File: src/hw/rtl/rcf_pkg.sv
package rcf_pkg;

  localparam int SCREEN_W_DEF   = 320;
  localparam int SCREEN_H_DEF   = 240;
  localparam int ROW_STRIDE_DEF = 512;

  localparam int FUNC_W  = 2;
  localparam int POS_W   = 11;
  localparam int DIM_W   = 10;
  localparam int RAD_W   = 9;
  localparam int COLOR_W = 16;
  localparam int COUNT_W = 17;

  // Clipping arithmetic, multiplier operands and squared distances.
  localparam int COORD_W = 13;
  localparam int MUL_W   = 12;
  localparam int PROD_W  = 2 * MUL_W;
  localparam int SQ_W    = 23;

  localparam logic [FUNC_W-1:0] FUNC_RECT   = 2'd0;
  localparam logic [FUNC_W-1:0] FUNC_CIRCLE = 2'd1;
  localparam logic [FUNC_W-1:0] FUNC_READ   = 2'd2;

  typedef enum logic [3:0] {
    S_CLEAR,
    S_IDLE,
    S_CHECK,
    S_M_ROW,
    S_M_RR,
    S_M_DX,
    S_M_DY,
    S_DRAW,
    S_FIN,
    S_RD_MUL,
    S_RD_ADDR,
    S_RD_DATA
  } state_t;

endpackage

File: src/hw/rtl/rcf_mul.sv
module rcf_mul (
  input  logic                                clk,
  input  logic signed [rcf_pkg::MUL_W-1:0]    a_i,
  input  logic signed [rcf_pkg::MUL_W-1:0]    b_i,
  output logic signed [rcf_pkg::PROD_W-1:0]   p_r
);

  always_ff @(posedge clk) begin
    p_r <= rcf_pkg::PROD_W'(a_i) * rcf_pkg::PROD_W'(b_i);
  end

endmodule

File: src/hw/rtl/rcf_seq.sv
module rcf_seq #(
  parameter int SCREEN_W    = rcf_pkg::SCREEN_W_DEF,
  parameter int SCREEN_H    = rcf_pkg::SCREEN_H_DEF,
  parameter int ROW_STRIDE  = rcf_pkg::ROW_STRIDE_DEF,
  parameter int STORE_DEPTH = SCREEN_H * ROW_STRIDE + SCREEN_W,
  parameter int AW          = $clog2(STORE_DEPTH)
) (
  input  logic                                clk,
  input  logic                                rst_n,
  input  logic                                start,
  output logic                                busy,
  input  logic [rcf_pkg::FUNC_W-1:0]          in_func,
  input  logic signed [rcf_pkg::POS_W-1:0]    in_pos_x,
  input  logic signed [rcf_pkg::POS_W-1:0]    in_pos_y,
  input  logic [rcf_pkg::DIM_W-1:0]           in_width_px,
  input  logic [rcf_pkg::DIM_W-1:0]           in_height_px,
  input  logic [rcf_pkg::RAD_W-1:0]           in_radius,
  input  logic [rcf_pkg::COLOR_W-1:0]         in_pixel_color,
  output logic                                out_valid,
  output logic [rcf_pkg::COLOR_W-1:0]         out_read_value,
  output logic [rcf_pkg::COUNT_W-1:0]         out_pixel_count,
  output logic                                mem_we,
  output logic [AW-1:0]                       mem_waddr,
  output logic [rcf_pkg::COLOR_W-1:0]         mem_wdata,
  output logic                                mem_re,
  output logic [AW-1:0]                       mem_raddr,
  input  logic [rcf_pkg::COLOR_W-1:0]         mem_rdata
);

  localparam int CW = rcf_pkg::COORD_W;
  localparam int MW = rcf_pkg::MUL_W;
  localparam int QW = rcf_pkg::SQ_W;
  localparam int XW = (SCREEN_W > 1) ? $clog2(SCREEN_W) : 1;
  localparam int YW = (SCREEN_H > 1) ? $clog2(SCREEN_H) : 1;
  localparam logic signed [CW-1:0] W_C = CW'(SCREEN_W);
  localparam logic signed [CW-1:0] H_C = CW'(SCREEN_H);
  localparam logic signed [CW-1:0] ONE_C = CW'(1);
  localparam logic signed [QW-1:0] ONE_Q = QW'(1);
  localparam logic [AW-1:0] LAST_ADDR = AW'(STORE_DEPTH - 1);
  localparam logic [AW-1:0] STRIDE_A = AW'(ROW_STRIDE);
  localparam logic signed [MW-1:0] STRIDE_M = MW'(ROW_STRIDE);

  rcf_pkg::state_t state_r, state_nxt;

  logic [rcf_pkg::FUNC_W-1:0]         func_r, func_nxt;
  logic signed [rcf_pkg::POS_W-1:0]   px_r, px_nxt, py_r, py_nxt;
  logic [rcf_pkg::RAD_W-1:0]          r_r, r_nxt;
  logic [rcf_pkg::COLOR_W-1:0]        color_r, color_nxt;
  logic                               rd_ok_r, rd_ok_nxt;
  logic signed [CW-1:0]               x0_r, x0_nxt, xe_r, xe_nxt;
  logic signed [CW-1:0]               y0_r, y0_nxt, ye_r, ye_nxt;
  logic signed [MW-1:0]               dx0_r, dx0_nxt, dx_r, dx_nxt;
  logic signed [MW-1:0]               dy0_r, dy0_nxt, dy_r, dy_nxt;
  logic signed [QW-1:0]               rr_r, rr_nxt, sqx0_r, sqx0_nxt;
  logic signed [QW-1:0]               sqx_r, sqx_nxt, sqy_r, sqy_nxt;
  logic [XW-1:0]                      x_r, x_nxt, xs_r, xs_nxt, xl_r, xl_nxt;
  logic [YW-1:0]                      y_r, y_nxt, yl_r, yl_nxt;
  logic [AW-1:0]                      row_base_r, row_base_nxt;
  logic [AW-1:0]                      clr_r, clr_nxt;
  logic [rcf_pkg::COUNT_W-1:0]        count_r, count_nxt;
  logic                               out_valid_r, out_valid_nxt;
  logic [rcf_pkg::COLOR_W-1:0]        out_value_r, out_value_nxt;
  logic [rcf_pkg::COUNT_W-1:0]        out_count_r, out_count_nxt;

  logic signed [MW-1:0]               mul_a, mul_b;
  logic signed [rcf_pkg::PROD_W-1:0]  mul_p;

  logic signed [CW-1:0] pxs, pys, rext, wext, hext;
  logic signed [CW-1:0] lo_x, hi_x, lo_y, hi_y, xlast, ylast;
  logic signed [QW-1:0] dx_q, dy_q;
  logic                 is_rect, disc_hit;

  rcf_mul u_mul (
    .clk (clk),
    .a_i (mul_a),
    .b_i (mul_b),
    .p_r (mul_p)
  );

  always_ff @(posedge clk) begin
    if (!rst_n) begin
      state_r     <= rcf_pkg::S_CLEAR;
      clr_r       <= '0;
      out_valid_r <= 1'b0;
    end else begin
      state_r     <= state_nxt;
      clr_r       <= clr_nxt;
      out_valid_r <= out_valid_nxt;
    end
  end

  always_ff @(posedge clk) begin
    func_r     <= func_nxt;
    px_r       <= px_nxt;
    py_r       <= py_nxt;
    r_r        <= r_nxt;
    color_r    <= color_nxt;
    rd_ok_r    <= rd_ok_nxt;
    x0_r       <= x0_nxt;
    xe_r       <= xe_nxt;
    y0_r       <= y0_nxt;
    ye_r       <= ye_nxt;
    dx0_r      <= dx0_nxt;
    dx_r       <= dx_nxt;
    dy0_r      <= dy0_nxt;
    dy_r       <= dy_nxt;
    rr_r       <= rr_nxt;
    sqx0_r     <= sqx0_nxt;
    sqx_r      <= sqx_nxt;
    sqy_r      <= sqy_nxt;
    x_r        <= x_nxt;
    xs_r       <= xs_nxt;
    xl_r       <= xl_nxt;
    y_r        <= y_nxt;
    yl_r       <= yl_nxt;
    row_base_r <= row_base_nxt;
    count_r    <= count_nxt;
    out_value_r <= out_value_nxt;
    out_count_r <= out_count_nxt;
  end

  // Bounding box of the request before clipping, upper bounds exclusive.
  always_comb begin
    pxs     = CW'(in_pos_x);
    pys     = CW'(in_pos_y);
    rext    = CW'(in_radius);
    wext    = CW'(in_width_px);
    hext    = CW'(in_height_px);
    is_rect = (in_func == rcf_pkg::FUNC_RECT);
    lo_x    = is_rect ? pxs : pxs - rext;
    hi_x    = is_rect ? pxs + wext : pxs + rext + ONE_C;
    lo_y    = is_rect ? pys : pys - rext;
    hi_y    = is_rect ? pys + hext : pys + rext + ONE_C;
  end

  assign xlast = xe_r - ONE_C;
  assign ylast = ye_r - ONE_C;
  assign dx_q  = QW'(dx_r);
  assign dy_q  = QW'(dy_r);
  assign disc_hit = (func_r != rcf_pkg::FUNC_CIRCLE) || (sqx_r + sqy_r <= rr_r);

  always_comb begin
    state_nxt     = state_r;
    func_nxt      = func_r;
    px_nxt        = px_r;
    py_nxt        = py_r;
    r_nxt         = r_r;
    color_nxt     = color_r;
    rd_ok_nxt     = rd_ok_r;
    x0_nxt        = x0_r;
    xe_nxt        = xe_r;
    y0_nxt        = y0_r;
    ye_nxt        = ye_r;
    dx0_nxt       = dx0_r;
    dx_nxt        = dx_r;
    dy0_nxt       = dy0_r;
    dy_nxt        = dy_r;
    rr_nxt        = rr_r;
    sqx0_nxt      = sqx0_r;
    sqx_nxt       = sqx_r;
    sqy_nxt       = sqy_r;
    x_nxt         = x_r;
    xs_nxt        = xs_r;
    xl_nxt        = xl_r;
    y_nxt         = y_r;
    yl_nxt        = yl_r;
    row_base_nxt  = row_base_r;
    clr_nxt       = clr_r;
    count_nxt     = count_r;
    out_valid_nxt = 1'b0;
    out_value_nxt = out_value_r;
    out_count_nxt = out_count_r;
    mul_a         = '0;
    mul_b         = '0;
    mem_we        = 1'b0;
    mem_waddr     = row_base_r + AW'(x_r);
    mem_wdata     = color_r;
    mem_re        = 1'b0;
    mem_raddr     = mul_p[AW-1:0] + AW'($unsigned(px_r));

    unique case (state_r)
      rcf_pkg::S_CLEAR: begin
        mem_we    = 1'b1;
        mem_waddr = clr_r;
        mem_wdata = '0;
        clr_nxt   = clr_r + AW'(1);
        if (clr_r == LAST_ADDR) begin
          state_nxt = rcf_pkg::S_IDLE;
        end
      end
      rcf_pkg::S_IDLE: begin
        if (start) begin
          func_nxt  = in_func;
          px_nxt    = in_pos_x;
          py_nxt    = in_pos_y;
          r_nxt     = in_radius;
          color_nxt = in_pixel_color;
          count_nxt = '0;
          x0_nxt    = (lo_x < 0) ? '0 : lo_x;
          xe_nxt    = (hi_x > W_C) ? W_C : hi_x;
          y0_nxt    = (lo_y < 0) ? '0 : lo_y;
          ye_nxt    = (hi_y > H_C) ? H_C : hi_y;
          rd_ok_nxt = (pxs >= 0) && (pxs < W_C) && (pys >= 0) && (pys < H_C);
          unique case (in_func)
            rcf_pkg::FUNC_RECT, rcf_pkg::FUNC_CIRCLE: state_nxt = rcf_pkg::S_CHECK;
            rcf_pkg::FUNC_READ:                      state_nxt = rcf_pkg::S_RD_MUL;
            default:                                 state_nxt = rcf_pkg::S_FIN;
          endcase
        end
      end
      rcf_pkg::S_CHECK: begin
        dx0_nxt = MW'(x0_r - CW'(px_r));
        dy0_nxt = MW'(y0_r - CW'(py_r));
        xs_nxt  = x0_r[XW-1:0];
        xl_nxt  = xlast[XW-1:0];
        yl_nxt  = ylast[YW-1:0];
        y_nxt   = y0_r[YW-1:0];
        mul_a   = MW'(y0_r);
        mul_b   = STRIDE_M;
        if ((x0_r >= xe_r) || (y0_r >= ye_r)) begin
          state_nxt = rcf_pkg::S_FIN;
        end else begin
          state_nxt = rcf_pkg::S_M_ROW;
        end
      end
      rcf_pkg::S_M_ROW: begin
        row_base_nxt = mul_p[AW-1:0];
        mul_a        = MW'(r_r);
        mul_b        = MW'(r_r);
        state_nxt    = rcf_pkg::S_M_RR;
      end
      rcf_pkg::S_M_RR: begin
        rr_nxt    = QW'(mul_p);
        mul_a     = dx0_r;
        mul_b     = dx0_r;
        state_nxt = rcf_pkg::S_M_DX;
      end
      rcf_pkg::S_M_DX: begin
        sqx0_nxt  = QW'(mul_p);
        sqx_nxt   = QW'(mul_p);
        mul_a     = dy0_r;
        mul_b     = dy0_r;
        state_nxt = rcf_pkg::S_M_DY;
      end
      rcf_pkg::S_M_DY: begin
        sqy_nxt   = QW'(mul_p);
        x_nxt     = xs_r;
        dx_nxt    = dx0_r;
        dy_nxt    = dy0_r;
        state_nxt = rcf_pkg::S_DRAW;
      end
      rcf_pkg::S_DRAW: begin
        mem_we    = disc_hit;
        count_nxt = count_r + rcf_pkg::COUNT_W'(disc_hit);
        if (x_r == xl_r) begin
          if (y_r == yl_r) begin
            state_nxt = rcf_pkg::S_FIN;
          end else begin
            y_nxt        = y_r + YW'(1);
            dy_nxt       = dy_r + MW'(1);
            sqy_nxt      = sqy_r + (dy_q <<< 1) + ONE_Q;
            row_base_nxt = row_base_r + STRIDE_A;
            x_nxt        = xs_r;
            dx_nxt       = dx0_r;
            sqx_nxt      = sqx0_r;
          end
        end else begin
          x_nxt   = x_r + XW'(1);
          dx_nxt  = dx_r + MW'(1);
          sqx_nxt = sqx_r + (dx_q <<< 1) + ONE_Q;
        end
      end
      rcf_pkg::S_FIN: begin
        out_valid_nxt = 1'b1;
        out_value_nxt = '0;
        out_count_nxt = count_r;
        state_nxt     = rcf_pkg::S_IDLE;
      end
      rcf_pkg::S_RD_MUL: begin
        mul_a     = MW'(py_r);
        mul_b     = STRIDE_M;
        state_nxt = rcf_pkg::S_RD_ADDR;
      end
      rcf_pkg::S_RD_ADDR: begin
        mem_re    = rd_ok_r;
        state_nxt = rcf_pkg::S_RD_DATA;
      end
      rcf_pkg::S_RD_DATA: begin
        out_valid_nxt = 1'b1;
        out_value_nxt = rd_ok_r ? mem_rdata : '0;
        out_count_nxt = '0;
        state_nxt     = rcf_pkg::S_IDLE;
      end
      default: begin
        state_nxt = rcf_pkg::S_IDLE;
      end
    endcase
  end

  assign busy            = (state_r != rcf_pkg::S_IDLE);
  assign out_valid       = out_valid_r;
  assign out_read_value  = out_value_r;
  assign out_pixel_count = out_count_r;

  a_write_state: assert property (@(posedge clk) disable iff (!rst_n)
    mem_we |-> (state_r == rcf_pkg::S_DRAW || state_r == rcf_pkg::S_CLEAR))
    else $error("frame store written outside a draw or clearing pass");

  a_write_range: assert property (@(posedge clk) disable iff (!rst_n)
    (mem_we && state_r == rcf_pkg::S_DRAW) |-> (32'(mem_waddr) < STORE_DEPTH))
    else $error("draw address beyond the frame store");

  a_result_source: assert property (@(posedge clk) disable iff (!rst_n)
    out_valid_r |-> ($past(state_r) == rcf_pkg::S_FIN || $past(state_r) == rcf_pkg::S_RD_DATA))
    else $error("result strobe without a finished request");

  a_accept_busy: assert property (@(posedge clk) disable iff (!rst_n)
    (start && !busy) |=> busy)
    else $error("request accepted but block not busy");

endmodule

File: config.mk
export PLATFORM = sky130hd
export DESIGN_NAME = rcf_seq
export DESIGN_NICKNAME = d
export VERILOG_FILES = /design/src/hw/rtl/rcf_pkg.sv /design/src/hw/rtl/rcf_mul.sv /design/src/hw/rtl/rcf_seq.sv
export SDC_FILE = /design/constraint.sdc
export NUM_CORES = 1
export LEC_CHECK = 0
export ABC_AREA = 1
export BUFFER_PORTS_ARGS = -buffer_cell sky130_fd_sc_hd__clkbuf_2
export CAP_MARGIN = 10
export CELL_PAD_IN_SITES_DETAIL_PLACEMENT = 1
export CELL_PAD_IN_SITES_GLOBAL_PLACEMENT = 1
export CORE_ASPECT_RATIO = 0.9
export CORE_MARGIN = 2
export CORE_UTILIZATION = 40
export DETAILED_ROUTE_END_ITERATION = 10
export GPL_TIMING_DRIVEN = 0
export PLACE_DENSITY = 0.69
export SYNTH_ARGS = -nofsm -noshare
export SYNTH_HDL_FRONTEND = slang
export SYNTH_SLANG_ARGS = --single-unit
File: constraint.sdc
create_clock -name clk -period 14.3 [get_ports clk]
set_input_delay 2.86 -clock clk [delete_from_list [all_inputs] [get_ports clk]]
set_output_delay 2.86 -clock clk [all_outputs]
set_load 0.005 [all_outputs]
## After elaboration in Yosys (flattened, before gate mapping)

Cells that the tools add are included.

- Latch bits: 0
- Memories: 0
- Register bits: 397
- Word-level logic and storage cells: 161
- RAM bits: 0
- Input port bits: 88
- Bits in read-only memories: 0
- Output and inout port bits: 87

- Order comparisons: 11
- Divide/modulo/power cells: 0
- Equality and inequality tests: 24
- Multiply operators: 1
- Multiplexer cells: 44
- Reductions and logical operators: 24
- Add/sub/neg operators: 26
- Shifts and indexed selects: 0
- Bitwise logic cells: 0

Operators by type and width:

| kind | count |
|---|---|
| $pmux 17 s2 | 3 |
| $mux 23 | 4 |
| $pmux 23 s2 | 2 |
| $mux 17 | 4 |
| $pmux 12 s5 | 1 |
| $mux 13 | 4 |
| $mux 12 | 4 |
| $pmux 12 s2 | 2 |
| $pmux 12 s4 | 1 |
| $add 23x13->23 | 2 |
| $add 23x2->23 const B | 2 |
| $pmux 4 s10 | 1 |
| $mux 16 | 2 |
| $pmux 16 s2 | 1 |
| $add 12x2->13 const B | 2 |
| $ge 13x13->1 | 2 |
| $lt 13x1->1 const B | 2 |
| $add 11x10->12 | 2 |
| $add 11x11->12 | 2 |
| $add 12x2->12 const B | 2 |
| $sub 11x10->12 | 2 |
| $sub 12x11->12 | 2 |
| $add 23x23->23 | 1 |
| $le 23x23->1 | 1 |
| other kinds (45) | 79 |

## Longest topological paths before layout

- Depth in word-level cells: 5
- Mapped depth: 32
- Depth with buffers taken out: 30

## Modules after synthesis

A second synthesis with hierarchy kept.

- Cells, all modules: 3933
- Area, all modules: 32391.1 µm²

By module, submodules not included:

| module | area each (µm²) | times used | cells an instance | seq. area each (µm²) |
|---|---|---|---|---|
| rcf_seq | 26036.2 | 1 | 3121 | 10950.5 |
| rcf_mul | 6354.8 | 1 | 812 | 480.5 |

## Worst setup path before layout

OpenSTA, ideal clock, no wires.

- Path kind: in2reg
- From: in start
- To: reg color_r[0] (netlist bit) (enable)
- Required time: 13.741 ns
- Data arrival time: 7.060 ns
- Library setup time: 0.559 ns
- Buffers on the path: 0
- Slack: 6.681 ns
- Cell stages on the path: 2
- Cells stage by stage: inv_1 nor2_1

- Longest elaborated chain between the ends: 1

Ends and longest elaborated chain:

| item | line | source |
|---|---|---|
| start: declaration | rcf_seq.sv:10 | `input logic start,` |
| $reduce_and 2->1 (no source line) | - |  |
| end signal: assignment | rcf_seq.sv:97 | `color_r <= color_nxt;` |
| end: declaration | rcf_seq.sv:48 | `logic [rcf_pkg::COLOR_W-1:0] color_r, color_nxt;` |

No other way between the ends.
A chain may end at the register's enable or synchronous reset.

## Worst setup path in the final report

- From: reg sqx_r[0]
- To: out mem_we

- Longest elaborated chain between the ends: 4

Ends and longest elaborated chain:

| item | line | source |
|---|---|---|
| start: declaration | rcf_seq.sv:55 | `logic signed [QW-1:0] sqx_r, sqx_nxt, sqy_r, sqy_nxt;` |
| start signal: assignment | rcf_seq.sv:109 | `sqx_r <= sqx_nxt;` |
| $add 23x23->23 | rcf_seq.sv:140 | `assign disc_hit = (func_r != rcf_pkg::FUNC_CIRCLE) \|\| (sqx_r + sqy_r <= rr_r);` |
| $le 23x23->1 | rcf_seq.sv:140 |  |
| $logic_or 1x1->1 | rcf_seq.sv:140 |  |
| $pmux 1 s2 | rcf_seq.sv:181 | `unique case (state_r)` |
| end: declaration | rcf_seq.sv:22 | `output logic mem_we,` |

No other way between the ends.

==> flow_metrics.tcl <==
set metrics [dict create \
    clock.fmax_mhz 129 \
    drv_cap 0 \
    critical_path.top_delay_family "simple AND/OR/NAND/NOR gates" \
    cts_tree "done" \
    critPathArrivalTime_ns 4.89 \
    peakVddDrop_mv 0.0794 \
    crit_type "reg -> out" \
    core_area_um2 79200 \
    synth_top_area_share_pct 32.9 \
    fin_nets 4604 \
    cellLeakagePower_uw 0.0167 \
    antenna_found_initial 4 \
    dr.first_iter.drc_count 1720 \
    grt_pass1_vias 28299 \
    slowest_stage "edfxtp_1" \
    report.final.slew_viol_count 0 \
    cts_max_level 2 \
    hold_violations 0 \
    max-slew-margin-rel_pct 21.1 \
    ctsResizeCount 0 \
    yosysTopAreaCell "edfxtp_1" \
    rows 98 \
    gr-usage-all-layers_pct 26.7 \
    fillers 9693 \
    ioPinCount 175 \
    synth_edf_count 350 \
    remaining_drc_errors 0 \
    hold_depth 0 \
    cts_max_path_buffers 3 \
    die_w_um 302 \
    grt_max_degree 60 \
    hpwlAfterDp_um 89900 \
    ant_nets 0 \
    path_max_fanout 6 \
    drive_above_1_share_pct 8.94 \
    rsz0062_at_grt "false" \
    yosys_most_used_dff "edfxtp_1" \
    synthTopCellsByArea "edfxtp_1 (33%), ha_1 (11%), fa_1 (9.2%)" \
    r2r-start "state_r[0]$_SDFFE_PN0P_" \
    yosysMostFrequentCell "nand2_1" \
    min_to "xs_r[0]$_DFFE_PN_" \
    end_kind "output pin" \
    die_area_um2 82100 \
    dr_total_vias 27318 \
    syn_area_per_cell_um2 8.26 \
    async_flop_share_pct 0 \
    p_per_area_nw_per_um2 75.1 \
    skew_ns 0.0242 \
    path_clk_slew_ns 0.06 \
    cts_buffers 48 \
    n_antenna_cell 0 \
    post-route-period-util_pct 54.2 \
    cpPeakStageDelay_ns 0.53 \
    status "finished clean" \
    fin_tns_setup_ns 0 \
    critPathBufInv 1 \
    clock_latency_ns 0.61 \
    dp.cells 5097 \
    place.gp.congestion 0.947 \
    ys.warnings.count 0 \
    hp-class "reg -> reg" \
    dp_slack_ns 6.56 \
    fin_ws_ns 6.55 \
    syn_inst 3867 \
    synth_cell_types 59 \
    postCtsSetupBuffers 0 \
    start_util_pct 40.3 \
    grt_pass1_wl_um 168000 \
    via_per_inst 5.27 \
    reg2reg_slack_ns 6.61 \
    utilization_pct 45.2 \
    cp_cell_sequence "ha_1 > fa_1 > nand3_1 > nand3_1 > nand2_1 > nand2_1 > a21oi_1 > o21ai_1 > nand3_1 > nand2_1 > xor2_1 > ha_1 > nand2_1 > nor2_1 > nand4_1 > nand3b_1 > nand3_1 > nand3_1 > nand2_1 > nand2_1 > clkbuf_2" \
    worst_slew_pin_slew_ns 1.18 \
    wire_per_inst_um 21.1 \
    firstDrtPassIters 5 \
    reg2reg_to "u_mul.p_r[22]$_DFF_P_" \
    fp.dieH_um 272 \
    cts-root-buf "clkbuf_16" \
    area_growth_pct 12.2 \
    ff2ff_path_depth 26 \
    finalSetupViolations 0 \
    io_buffers 173 \
    routed_wl_um 109000 \
    hold_buffers 0 \
    worstHoldStart "x0_r[0]$_SDFFCE_PP0P_" \
    start_kind "flop" \
    fin_cells 5188 \
    yosysSeqAreaShare_pct 35.7 \
    grt_overflow 0 \
    cts_sinks 395 \
    synth_seq_cells 395 \
    syn_area_um2 31900 \
    cp_common_cell "nand2_1" \
    critPathRequiredTime_ns 11.44 \
    ys_top_cells_by_count "nand2_1 (765), inv_1 (678), nor2_1 (379)" \
    min_period_ns 7.75 \
]
-- cell type report --
| class | count | area [um2] | share of cell area (%) |
|---|---|---|---|
| multi-input cells | 2711 | 17600 | 49.2 |
| clock inverters | 19 | 183 | 0.510 |
| inverters | 702 | 2640 | 7.35 |
| plain buffers | 60 | 284 | 0.793 |
| well taps | 1050 | 1310 | 3.67 |
| clock buffers | 70 | 1370 | 3.81 |
| repair buffers | 181 | 1000 | 2.79 |
| flip-flops and latches | 395 | 11400 | 31.8 |
-- logic make-up (layout without fill, tap and decap cells) --
logic type	Yosys count	count (layout)	synth area share (%)
multiplexers	3	3	0.0940
other	1	2	0.0117
buffers and inverters	762	1032	9.14
XOR/XNOR	166	166	4.55
AND/OR/NAND/NOR	1534	1534	20.4
AO/OA/AOI/OAI	589	589	10.3
adder cells (fa/ha/maj)	417	417	19.8
flip-flops	395	395	35.7
-- cells in the final DEF (no fill, tap or decap), types with 8 or more instances in the layout --
master / instances
or2_2: 19
o21bai_1: 10
nand2_1: 765
a21oi_1: 230
a21o_1: 13
fa_1: 147
o21a_1: 9
a211oi_1: 13
inv_1: 678
nand4_1: 55
nand3b_1: 15
a31oi_1: 19
edfxtp_1: 350
buf_2: 26
clkbuf_16: 50
dfxtp_1: 45
xor2_1: 107
o31ai_1: 9
inv_2: 22
clkinv_2: 8
nor2_2: 14
o21ai_1: 10
nor4_1: 8
clkbuf_1: 43
xnor2_1: 59
o21ai_0: 224
ha_1: 270
nand3_1: 186
clkbuf_2: 174
nor2_1: 377
nor3_1: 61
-- power by group --
part	switching [uW]	internal [uW]	total, uW
Combinational	139	69.8	209
Sequential	0.751	1250	1250
Clock	519	716	1240
-- routing by layer --
layer	share of wire, %	global-route usage, %	vias to the layer above
met5	0	0	-
met4	3.8	9.31	0
met3	4.0	2.31	205
met2	46	43.9	624
met1	46	36.9	13324
li1	-	-	13165
-- metrics by stage --
stage	total power, uW	cell area, um2	hold slack, ns
detailed placement	1480	34300	0.452
global route	2790	35800	0.480
finish	2690	35800	0.468
CTS	2720	35800	0.466
floorplan	1410	31900	0.426
global placement	1470	34100	0.448
-- flip-flops by register name, summed over array words and instances, names as in the netlist, 17 cells and up --
register,count
sqx0_r,23
rr_r,23
count_r,17
sqy_r,23
sqx_r,23
clr_r,17
row_base_r,17
u_mul.p_r,23
out_pixel_count,17
-- worst max path at each step --
stage,slack (ns),startpoint,endpoint,cells after the start
detailed placement,6.56,state_r[1]$_SDFFE_PN0P_,u_mul.p_r[22]$_DFF_P_,26
global route,6.14,state_r[0]$_SDFFE_PN0P_,u_mul.p_r[22]$_DFF_P_,25
global placement,3.93,start,px_r[8]$_DFFE_PP_,3
floorplan,6.68,start,color_r[0]$_DFFE_PP_,2
CTS,6.53,sqx_r[0]$_DFFE_PP_,mem_we,21
finish,6.55,sqx_r[0]$_DFFE_PP_,mem_we,21
No activity file was read; power rests on OpenSTA's default activity.
